--- config.mk ---
export PLATFORM = sky130hd
export DESIGN_NAME = tracker_row_sequencer_top
export DESIGN_NICKNAME = d
export VERILOG_FILES = /design/src/sv/trs_pkg.sv /design/src/sv/tracker_row_sequencer_top.sv
export SDC_FILE = /design/constraint.sdc
export NUM_CORES = 1
export LEC_CHECK = 0
export BUFFER_PORTS_ARGS = -buffer_cell sky130_fd_sc_hd__buf_2
export CORE_AREA = 2 2 158 121
export DETAILED_ROUTE_END_ITERATION = 10
export DIE_AREA = 0 0 160 123
export HOLD_SLACK_MARGIN = 0.06
export PLACE_DENSITY = 0.72
export RECOVER_POWER = 50
export SLEW_MARGIN = 20
export SYNTH_ARGS = -nofsm -noshare
export SYNTH_HDL_FRONTEND = slang
export SYNTH_SLANG_ARGS = --single-unit
--- constraint.sdc ---
create_clock -name clk -period 3.65 [get_ports clk]
set_input_delay 1.095 -clock clk [delete_from_list [all_inputs] [get_ports clk]]
set_output_delay 1.095 -clock clk [all_outputs]
set_load 0.005 [all_outputs]
--- src/sv/trs_pkg.sv ---
// Package for the tracker row sequencer: word types, operation codes,
// register map and reset constants. No dependencies.
`default_nettype none

package trs_pkg;

    localparam int ROWS_DEFAULT   = 64;
    localparam int ORDERS_DEFAULT = 256;

    // Song length register and APB address width.
    localparam int LEN_W  = 9;
    localparam int ADDR_W = 3;
    localparam int DATA_W = 32;

    localparam logic [0:0] REG_SONG_LENGTH = 1'b0;

    localparam logic [LEN_W-1:0] SONG_LENGTH_RESET = 9'd1;
    localparam logic [7:0]       SPEED_RESET       = 8'd6;

    localparam logic [3:0] OP_TICK        = 4'd0;
    localparam logic [3:0] OP_SET_SPEED   = 4'd1;
    localparam logic [3:0] OP_BREAK       = 4'd2;
    localparam logic [3:0] OP_JUMP        = 4'd3;
    localparam logic [3:0] OP_DELAY       = 4'd4;
    localparam logic [3:0] OP_LOOP        = 4'd5;
    localparam logic [3:0] OP_SKIP_ORDER  = 4'd6;
    localparam logic [3:0] OP_SET_PLAYING = 4'd7;
    localparam logic [3:0] OP_TOGGLE      = 4'd8;

    typedef struct packed {
        logic [3:0] operation;
        logic [7:0] value;
    } in_word_t;

    typedef struct packed {
        logic [7:0] order_index;
        logic [5:0] row_index;
        logic [7:0] tick_in_row;
        logic       row_started;
        logic       run_effects;
        logic       position_changed;
        logic       rejected;
    } out_word_t;

endpackage

`default_nettype wire

--- src/sv/tracker_row_sequencer_top.sv ---
// Throughput: one word per cycle while out_stall is low; an input register and a
// result register split the channels, and an accepted word passes through the input
// register and then the result register, all sequencer state updating once per word.
// Reset (rst_n low, asynchronous): stopped, speed 6, order 0, before the
// first row, no pending break, jump, delay or loop; song length 1.
// Depends on trs_pkg.
`default_nettype none

module tracker_row_sequencer_top
    import trs_pkg::*;
#(
    parameter int ROWS   = ROWS_DEFAULT,
    parameter int ORDERS = ORDERS_DEFAULT
)
(
    input  wire logic              clk,
    input  wire logic              rst_n,
    input  wire logic              in_valid,
    output logic                   in_stall,
    input  wire in_word_t          in_word,
    output logic                   out_valid,
    input  wire logic              out_stall,
    output out_word_t              out_word,
    input  wire logic              psel,
    input  wire logic              penable,
    input  wire logic              pwrite,
    input  wire logic [ADDR_W-1:0] paddr,
    input  wire logic [DATA_W-1:0] pwdata,
    output logic [DATA_W-1:0]      prdata,
    output logic                   pready
);

    localparam int ROW_W = $clog2(ROWS);
    localparam int RW1   = ROW_W + 1;
    localparam int ORD_W = $clog2(ORDERS);

    // Handshake and staging registers.
    logic      in_vld_reg;
    in_word_t  in_word_reg;
    logic      res_vld_reg;
    out_word_t res_reg;
    logic      advance;

    // Sequencer state.
    logic [LEN_W-1:0] song_length_reg;
    logic             playing_reg,      playing_next;
    logic [7:0]       speed_reg,        speed_next;
    logic [7:0]       tick_count_reg,   tick_count_next;
    logic [ORD_W-1:0] order_reg,        order_next;
    logic             row_v_reg,        row_v_next;
    logic [ROW_W-1:0] row_reg,          row_next;
    logic             jump_v_reg,       jump_v_next;
    logic [ORD_W-1:0] jump_reg,         jump_next;
    logic             break_v_reg,      break_v_next;
    logic [ROW_W-1:0] break_reg,        break_next;
    logic             delay_v_reg,      delay_v_next;
    logic [7:0]       delay_reg,        delay_next;
    logic             start_v_reg,      start_v_next;
    logic [ROW_W-1:0] start_reg,        start_next;
    logic             rem_v_reg,        rem_v_next;
    logic [7:0]       rem_reg,          rem_next;
    logic             loop_pend_reg,    loop_pend_next;
    out_word_t        res_next;

    logic             cfg_write;
    logic [LEN_W-1:0] eff_len;
    logic [LEN_W-1:0] order_inc;
    logic [ORD_W-1:0] order_adv;

    assign pready    = 1'b1;
    assign cfg_write = psel && penable && pwrite && pready;

    always_comb
    begin
        prdata = '0;
        if (paddr[ADDR_W-1:2] == REG_SONG_LENGTH)
        begin
            prdata = DATA_W'(song_length_reg);
        end
    end

    assign advance   = in_vld_reg && (!res_vld_reg || !out_stall);
    assign in_stall  = in_vld_reg && res_vld_reg && out_stall;
    assign out_valid = res_vld_reg;
    assign out_word  = res_reg;

    always_comb
    begin
        if (song_length_reg == '0)
        begin
            eff_len = LEN_W'(1);
        end
        else if (song_length_reg > LEN_W'(ORDERS))
        begin
            eff_len = LEN_W'(ORDERS);
        end
        else
        begin
            eff_len = song_length_reg;
        end
    end

    // Next order position with wrap at the song length; a position left
    // beyond a shortened song wraps to zero too.
    assign order_inc = LEN_W'(order_reg) + LEN_W'(1);
    assign order_adv = (order_inc >= eff_len) ? '0 : order_inc[ORD_W-1:0];

    always_comb
    begin
        logic [8:0]     tick_inc;
        logic [RW1-1:0] new_row;
        logic [7:0]     val;
        logic           started;
        logic           effects;
        logic           changed;
        logic           rej;

        playing_next    = playing_reg;
        speed_next      = speed_reg;
        tick_count_next = tick_count_reg;
        order_next      = order_reg;
        row_v_next      = row_v_reg;
        row_next        = row_reg;
        jump_v_next     = jump_v_reg;
        jump_next       = jump_reg;
        break_v_next    = break_v_reg;
        break_next      = break_reg;
        delay_v_next    = delay_v_reg;
        delay_next      = delay_reg;
        start_v_next    = start_v_reg;
        start_next      = start_reg;
        rem_v_next      = rem_v_reg;
        rem_next        = rem_reg;
        loop_pend_next  = loop_pend_reg;
        val      = in_word_reg.value;
        tick_inc = 9'(tick_count_reg) + 9'd1;
        new_row  = '0;
        started  = 1'b0;
        effects  = 1'b0;
        changed  = 1'b0;
        rej      = 1'b0;

        case (in_word_reg.operation)
            OP_TICK:
            begin
                if (playing_reg)
                begin
                    if (tick_inc >= 9'(speed_reg))
                    begin
                        tick_count_next = '0;
                        if (delay_v_reg && delay_reg != '0)
                        begin
                            delay_next = delay_reg - 8'd1;
                        end
                        else
                        begin
                            delay_v_next = 1'b0;
                            // new_row holds the row that the tick lands on.
                            if (jump_v_reg)
                            begin
                                order_next = (LEN_W'(jump_reg) < eff_len) ? jump_reg : '0;
                                new_row    = break_v_reg ? RW1'(break_reg) : '0;
                            end
                            else if (break_v_reg)
                            begin
                                order_next = order_adv;
                                new_row    = RW1'(break_reg);
                            end
                            else
                            begin
                                new_row = row_v_reg ? (RW1'(row_reg) + RW1'(1)) : '0;
                            end
                            if (loop_pend_reg)
                            begin
                                loop_pend_next = 1'b0;
                                if (rem_v_reg && rem_reg != '0)
                                begin
                                    new_row      = start_v_reg ? RW1'(start_reg) : '0;
                                    start_v_next = 1'b0;
                                    start_next   = '0;
                                    rem_next     = rem_reg - 8'd1;
                                end
                                else if (rem_v_reg)
                                begin
                                    rem_v_next   = 1'b0;
                                    start_v_next = 1'b0;
                                    start_next   = '0;
                                end
                            end
                            // Only a plain advance can run past the last row.
                            if (new_row >= RW1'(ROWS))
                            begin
                                row_next   = '0;
                                order_next = order_adv;
                            end
                            else
                            begin
                                row_next = new_row[ROW_W-1:0];
                            end
                            row_v_next   = 1'b1;
                            jump_v_next  = 1'b0;
                            break_v_next = 1'b0;
                            started      = 1'b1;
                            changed      = 1'b1;
                            effects      = 1'b1;
                        end
                    end
                    else
                    begin
                        tick_count_next = tick_inc[7:0];
                        effects         = 1'b1;
                    end
                end
            end
            OP_SET_SPEED:
            begin
                speed_next = val;
            end
            OP_BREAK:
            begin
                if (9'(val) >= 9'(ROWS))
                begin
                    rej = 1'b1;
                end
                else
                begin
                    break_v_next = 1'b1;
                    break_next   = val[ROW_W-1:0];
                end
            end
            OP_JUMP:
            begin
                if (LEN_W'(val) >= eff_len)
                begin
                    rej = 1'b1;
                end
                else
                begin
                    jump_v_next  = 1'b1;
                    jump_next    = val[ORD_W-1:0];
                    break_v_next = 1'b0;
                end
            end
            OP_DELAY:
            begin
                if (!delay_v_reg)
                begin
                    delay_v_next = 1'b1;
                    delay_next   = val;
                end
            end
            OP_LOOP:
            begin
                if (val == '0)
                begin
                    start_v_next = row_v_reg;
                    start_next   = row_reg;
                end
                else
                begin
                    if (!rem_v_reg && start_v_reg)
                    begin
                        rem_v_next = 1'b1;
                        rem_next   = val;
                    end
                    loop_pend_next = 1'b1;
                end
            end
            OP_SKIP_ORDER:
            begin
                if (LEN_W'(val) < eff_len)
                begin
                    order_next      = val[ORD_W-1:0];
                    row_v_next      = 1'b0;
                    row_next        = '0;
                    tick_count_next = speed_reg;
                    changed         = 1'b1;
                end
            end
            OP_SET_PLAYING:
            begin
                playing_next = val[0];
            end
            OP_TOGGLE:
            begin
                playing_next = !playing_reg;
            end
            default:
            begin
            end
        endcase

        res_next.order_index      = 8'(order_next);
        res_next.row_index        = 6'(row_next);
        res_next.tick_in_row      = tick_count_next;
        res_next.row_started      = started;
        res_next.run_effects      = effects;
        res_next.position_changed = changed;
        res_next.rejected         = rej;
    end

    always_ff @(posedge clk or negedge rst_n)
    begin
        if (!rst_n)
        begin
            in_vld_reg      <= 1'b0;
            res_vld_reg     <= 1'b0;
            song_length_reg <= SONG_LENGTH_RESET;
            playing_reg     <= 1'b0;
            speed_reg       <= SPEED_RESET;
            tick_count_reg  <= SPEED_RESET;
            order_reg       <= '0;
            row_v_reg       <= 1'b0;
            row_reg         <= '0;
            jump_v_reg      <= 1'b0;
            break_v_reg     <= 1'b0;
            delay_v_reg     <= 1'b0;
            start_v_reg     <= 1'b0;
            start_reg       <= '0;
            rem_v_reg       <= 1'b0;
            loop_pend_reg   <= 1'b0;
        end
        else
        begin
            in_vld_reg  <= (in_valid && !in_stall) || (in_vld_reg && !advance);
            res_vld_reg <= advance || (res_vld_reg && out_stall);
            if (cfg_write && paddr[ADDR_W-1:2] == REG_SONG_LENGTH)
            begin
                song_length_reg <= pwdata[LEN_W-1:0];
            end
            if (advance)
            begin
                playing_reg    <= playing_next;
                speed_reg      <= speed_next;
                tick_count_reg <= tick_count_next;
                order_reg      <= order_next;
                row_v_reg      <= row_v_next;
                row_reg        <= row_next;
                jump_v_reg     <= jump_v_next;
                break_v_reg    <= break_v_next;
                delay_v_reg    <= delay_v_next;
                start_v_reg    <= start_v_next;
                start_reg      <= start_next;
                rem_v_reg      <= rem_v_next;
                loop_pend_reg  <= loop_pend_next;
            end
        end
    end

    // Payload registers, qualified by their valid bits.
    always_ff @(posedge clk)
    begin
        if (in_valid && !in_stall)
        begin
            in_word_reg <= in_word;
        end
        if (advance)
        begin
            res_reg    <= res_next;
            jump_reg   <= jump_next;
            break_reg  <= break_next;
            delay_reg  <= delay_next;
            rem_reg    <= rem_next;
        end
    end

endmodule

`default_nettype wire

==> out/qor.yml, run 1 <==
most-common-layout-cells: "nand2_1 (90), edfxtp_1 (68), o21ai_0 (60), buf_2 (59), dfrtp_1 (50)"
grt_pass1_wl_um: 28200
crit_slowest_cell: "dfstp_2"
min_path_type: "flip-flop to flip-flop"
synth_edf_count: 68
fin_cells: 1058
p_leak_nw: 3.51
overflow: 0
fin_crit_sh: 0.930
area_growth_pct: 17.9
clock-sinks: 123
cp_top_family: "compound AO/OA/AOI/OAI gates"
rows: 43
crit_buf_inv: 1
async_flop_share: 0.447
min_period_ps: 3390
power_mw: 4.86
max_freq_mhz: 295
startpoint_type: "flip-flop"
cts_tree: "done"
max_slew_margin: 0.282
first_pass_iters: 6
yosysTopAreaCellShare: 0.287
syn-instance-count: 705
ir_drop_mv: 0.322
path_class: "flip-flop to flip-flop"
synth_seq_cells: 123
ys_seq_area_frac: 0.481
critPathRequiredTime_ps: 3810
maxSlewViolCount: 0
route.detailed.drc: 0
die_h_um: 123
cp.arrival_ps: 3560
crit_fanout: 8
rsz0062_at_grt: "no"
layout_commonest_cell: "nand2_1"
tns_ps: 0
tightest_slew_ps: 1080
syn_area_mm2: 0.00712
n_antenna_cell: 0
worstSkewPairLatency_ps: 430
synth_warnings: 0
hold_violations: 0
ios: 115
maxCapViolCount: 0
hpwl_um: 12900
synth_top_flop_cell: "edfxtp_1"
core_mm2: 0.0182
place.gp.congestion: 0.930
yosysTopAreaCell: "edfxtp_1"
slowest_delay_ps: 560
layout-drive-gt1-share: 0.192
vias: 5786
port_buffers: 65
viasPerCell: 5.47
synthTopCellsByArea: "edfxtp_1 (29%), dfrtp_1 (18%), ha_1 (6.9%), nand2_1 (4.7%), o21ai_0 (4.3%)"
dieWidth_um: 160
synth_cell_types: 65
cts-root-buf: "clkbuf_16"
numCtsBuffers: 17
cp-end-kind: "flip-flop"
post-place-cells: 1022
grt_usage: 0.187
finalSetupViolCount: 0
dieArea_mm2: 0.0197
nNetsFinal: 891
grt_pass1_vias: 5256
start_util: 0.391
ant_nets: 0
syn_area_per_cell_um2: 10.1
power_per_cell_area_mw_per_mm2: 579
wirelength_um: 18100
largest_reg_flops: 26
clk_pin_slew_ps: 60
grt_max_degree: 40
htreeDepth: 4
cts.path.max_buffers: 2
postCtsHoldBufs: 0
crit_chain: "ha_1 > and3_1 > and3_2 > xor2_1 > ha_1 > a21oi_1 > a21boi_0 > a311oi_2 > a21o_4 > or2_1 > clkinv_2 > o21ai_1 > o21ai_1 > a21o_1"
avgRoutedWirePerCell_um: 17.1
skew_ps: 10.2
antenna_found_initial: 0
drt-initial-drc-count: 524
status: "finished, final reports clean"
## worst register-to-register path: stages, from the launching register on
cell and delay (ps):
dfstp_2 560, ha_1 180, and3_1 220, and3_2 250, xor2_1 150, ha_1 270
a21oi_1 120, a21boi_0 110, a311oi_2 320, a21o_4 180, or2_1 120, clkinv_2 140
o21ai_1 180, o21ai_1 100, a21o_1 220
## what timing repair did
action,4_1_cts,5_1_grt
endpoints found under the setup margin,0,19
gates resized for setup,0,2
setup buffers,0,4
endpoints found under the hold margin,0,0
## through the flow
stage,setup WS (ps),hold slack [ps],utilization,cell area (µm²)
final,257,493,0.461,8390
after detailed placement,127,478,0.429,7800
after global placement,198,466,0.429,7800
after CTS,110,492,0.462,8400
after global routing,22.1,520,0.461,8390
after floorplan,147,449,-,7200
## Yosys cell counts, drive strengths merged, types with 4 or more instances
library cell / n
nor4: 10
a221oi: 8
nor2b: 10
a221o: 5
xor2: 11
nor3: 11
clkbuf: 24
xnor2: 18
nor2: 48
nand2: 91
and3: 10
dfstp: 5
or2: 4
a32oi: 6
nand3: 26
nand2b: 9
ha: 39
o211ai: 4
a21oi: 21
inv: 26
mux2: 16
edfxtp: 68
nor3b: 4
buf: 30
a22oi: 10
a22o: 12
o21ai: 63
dfrtp: 50
o21a: 6
a21o: 11
o31ai: 4
## logic make-up (layout without fill, tap and decap cells)
| kind of cell | Yosys count | count (layout) | synth area share |
|---|---|---|---|
| xor+xnor | 29 | 29 | 0.0357 |
| fa+ha+maj | 39 | 39 | 0.0686 |
| flops | 123 | 123 | 0.481 |
| simple gates | 242 | 242 | 0.162 |
| compound gates | 171 | 171 | 0.165 |
| other cells | 2 | 24 | 0.00106 |
| mux | 18 | 18 | 0.0281 |
| buf+inv | 81 | 165 | 0.0589 |
## where the power goes
| group | switching [mW] | total (mW) | internal (mW) |
|---|---|---|---|
| clock | 0.646 | 1.72 | 1.07 |
| sequential | 0.224 | 1.91 | 1.69 |
| combinational | 0.687 | 1.23 | 0.539 |
| total | 1.56 | 4.86 | 3.30 |
## path summary, 6_finish.rpt
path                                    from  depth (start not counted)           endpoint  slack (ps)
setup / recovery           tick_count_reg[1]                         14       out_word[21]         260
hold / removal                  start_reg[2]                          2       start_reg[2]         490
setup reg to reg           tick_count_reg[1]                         14       out_word[21]         260
hold reg to reg                 start_reg[2]                          2       start_reg[2]         490
max in group asynchronous              rst_n                          2          out_valid        1250
min in group asynchronous              rst_n                          1  tick_count_reg[0]         800
## per-layer routing
metal | global-route usage | share of wire | vias to the layer above
met5 | 0 | 0 | -
met4 | 0.0574 | 0.011 | 0
met3 | 0.0543 | 0.096 | 24
met2 | 0.263 | 0.41 | 278
met1 | 0.278 | 0.48 | 2753
li1 | - | - | 2731
## layout make-up
type                            instances  area, µm²
Sequential cell                       123       3420
Timing Repair Buffer                  106        589
Fill cell                            1717       9800
Tap cell                              247        309
Inverter                               27        103
Clock buffer                           18        429
Multi-Input combinational cell        523       3360
Clock inverter                         14        171
Note: power is estimated with default switching activity, not from simulation.
==> run 2: changes to the inputs <==
PLACE_DENSITY = 0.7   (was 0.72)
clock period = 4.03 ns   (was 3.65 ns; I/O delays follow)
==> run 2 against run 1 <==
Net effect: the flow now finishes with violations (max-capacitance violations, max-slew violations); combinational power decreased by 17%; global-route usage is 0.075 points higher; setup slack better by 25 ps; critical path depth rose by 1; final cell count decreased by 1.7%; hold slack better by 3.7 ps; clock power decreased by 13%; design area is 1.7% lower; wire length decreased by 2.4%; register-to-register slack better by 20 ps; largest cell class unchanged.
==> out/qor.yml, run 2 (synthesis results as in run 1) <==
setup_slack_ps: 282  # was 257 ps
htreeDepth: 4  # unchanged
clock-sinks: 123  # unchanged
clock_power_share: 0.350  # was 0.354
p_leak_nw: 3.45  # was 3.51 nW
start_util: 0.391  # unchanged
post-place-cells: 1008  # was 1022
place_worst_setup_slack_ps: 334  # was 127 ps
maxCapViolCount: 1  # was 0
cp-end-kind: "flip-flop"  # unchanged
n_antenna_cell: 0  # unchanged
min_path_type: "flip-flop to flip-flop"  # unchanged
largest_reg_flops: 26  # unchanged
wirelength_um: 17700  # was 18100 µm
power_switching_mw: 1.38  # was 1.56 mW
port_buffers: 65  # unchanged
cts-root-buf: "clkbuf_16"  # unchanged
post-route-util: 0.453  # was 0.461
cts_tree: "done"  # unchanged
p_int_mw: 2.90  # was 3.30 mW
crit_fanout: 8  # unchanged
postCtsHoldBufs: 0  # unchanged
ctsResizeCount: 0  # unchanged
overflow: 0  # unchanged
core_mm2: 0.0182  # unchanged
comb_power_share: 0.238  # was 0.252
ant_nets: 0  # unchanged
skew_ps: 8.41  # was 10.2 ps
fin_cells: 1040  # was 1058
place.gp.congestion: 0.865  # was 0.930
layout_commonest_cell: "nand2_1"  # unchanged
clk_pin_slew_ps: 60  # about the same
numCtsBuffers: 17  # unchanged
max_freq_mhz: 267  # was 295 MHz
finalSetupViolCount: 0  # unchanged
max_slew_margin: -0.254  # was 0.282
fin_crit_sh: 0.930  # about the same
die_h_um: 123  # unchanged
hpwl_um: 12700  # was 12900 µm
critPathRequiredTime_ps: 4190  # was 3810 ps
grt_pass1_vias: 5318  # was 5256
path_class: "flip-flop to flip-flop"  # unchanged
startpoint_type: "flip-flop"  # unchanged
area_growth_pct: 15.8  # was 17.9%
route.detailed.drc: 0  # unchanged
most-common-layout-cells: "nand2_1 (90), edfxtp_1 (68), o21ai_0 (61), buf_2 (61), dfrtp_1 (50)"  # was nand2_1 (90), edfxtp_1 (68), o21ai_0 (60), buf_2 (59), dfrtp_1 (50)
maxSlewViolCount: 31  # was 0
layout-drive-gt1-share: 0.175  # was 0.192
grt_usage: 0.188  # was 0.187
fill_cells: 1744  # was 1717
min_period_ps: 3750  # was 3390 ps
nNetsFinal: 873  # was 891
dieArea_mm2: 0.0197  # unchanged
power_per_cell_area_mw_per_mm2: 520  # was 579 mW/mm²
vias: 5569  # was 5786
status: "finished, violations left"  # was finished, final reports clean
avgRoutedWirePerCell_um: 17.0  # was 17.1 µm
grt_pass1_wl_um: 28800  # was 28200 µm
tns_ps: 0  # unchanged
viasPerCell: 5.35  # was 5.47
drt-initial-drc-count: 531  # was 524
ios: 115  # unchanged
worstSkewPairLatency_ps: 420  # was 430 ps
tightest_slew_ps: 1880  # was 1080 ps
cp.arrival_ps: 3910  # was 3560 ps
p_seq_frac: 0.412  # was 0.394
ir_drop_mv: 0.255  # was 0.322 mV
cts_setup_buffers: 0  # unchanged
p_sw_frac: 0.323  # was 0.321
antenna_found_initial: 0  # unchanged
dieWidth_um: 160  # unchanged
violations: "max-capacitance violations, max-slew violations"
rows: 43  # unchanged
grt_max_degree: 31  # was 40
hold_violations: 0  # unchanged
first_pass_iters: 5  # was 6
cts.path.max_buffers: 2  # unchanged
rsz0062_at_grt: "no"  # unchanged
==> run 2: layer usage <==
layer  track usage  vias up  wire, µm  part of all wire
met2         0.261      247      7130              0.40
met1         0.287     2608      8720              0.49
li1              -     2692         -                 -
met4        0.0529        0       212             0.012
met5             0        -         0                 0
met3        0.0486       22      1610             0.091
==> run 2: cell type report <==
type | count | area, µm² | share of cell area
clock inverter | 12 | 110 | 0.0134
multi-input combinational | 523 | 3360 | 0.407
sequential | 123 | 3420 | 0.415
tap | 247 | 309 | 0.0375
clock buffer | 20 | 479 | 0.0581
timing repair buffer | 88 | 463 | 0.0561
inverter | 27 | 103 | 0.0124
==> run 2: path summary, 6_finish.rpt <==
kind | startpoint | end | slack, ps | cells past startpoint
max | tick_count_reg[1] | out_word[21] | 280 | 15
min | start_reg[5] | start_reg[5] | 500 | 2
max reg2reg | tick_count_reg[1] | out_word[21] | 280 | 15
min reg2reg | start_reg[5] | start_reg[5] | 500 | 2
max in group asynchronous | rst_n | start_reg[5] | 1250 | 2
min in group asynchronous | rst_n | tick_count_reg[7] | 1310 | 1
==> run 2: critical path: stages, from the launching register on <==
cell and delay, ps:
dfstp_2 560, ha_1 230, and3_1 230, and3_1 260, xor2_1 180, ha_1 270
a21oi_1 120, a21boi_0 100, a311oi_2 400, a21o_4 240, or2_1 150, clkinv_2 120
buf_4 180, o21ai_0 170, o21ai_1 100, a21o_1 180
==> run 2: power by group through the flow <==
stage / logic [mW] / clock network [mW] / registers [mW]
floorplan: 0.793 / 0 / 1.67
global placement: 0.985 / 0 / 1.78
detailed placement: 1.01 / 0 / 1.78
CTS: 1.02 / 1.51 / 1.76
global route: 1.17 / 1.57 / 1.80
finish: 1.02 / 1.50 / 1.77
==> run 2: through the flow <==
step	hold slack, ps	cell area, µm²	power, mW
after CTS	498	8290	4.30
after detailed placement	483	7700	2.79
after global routing	518	8250	4.54
after global placement	468	7700	2.76
after floorplan	449	7200	2.46
final	497	8250	4.29
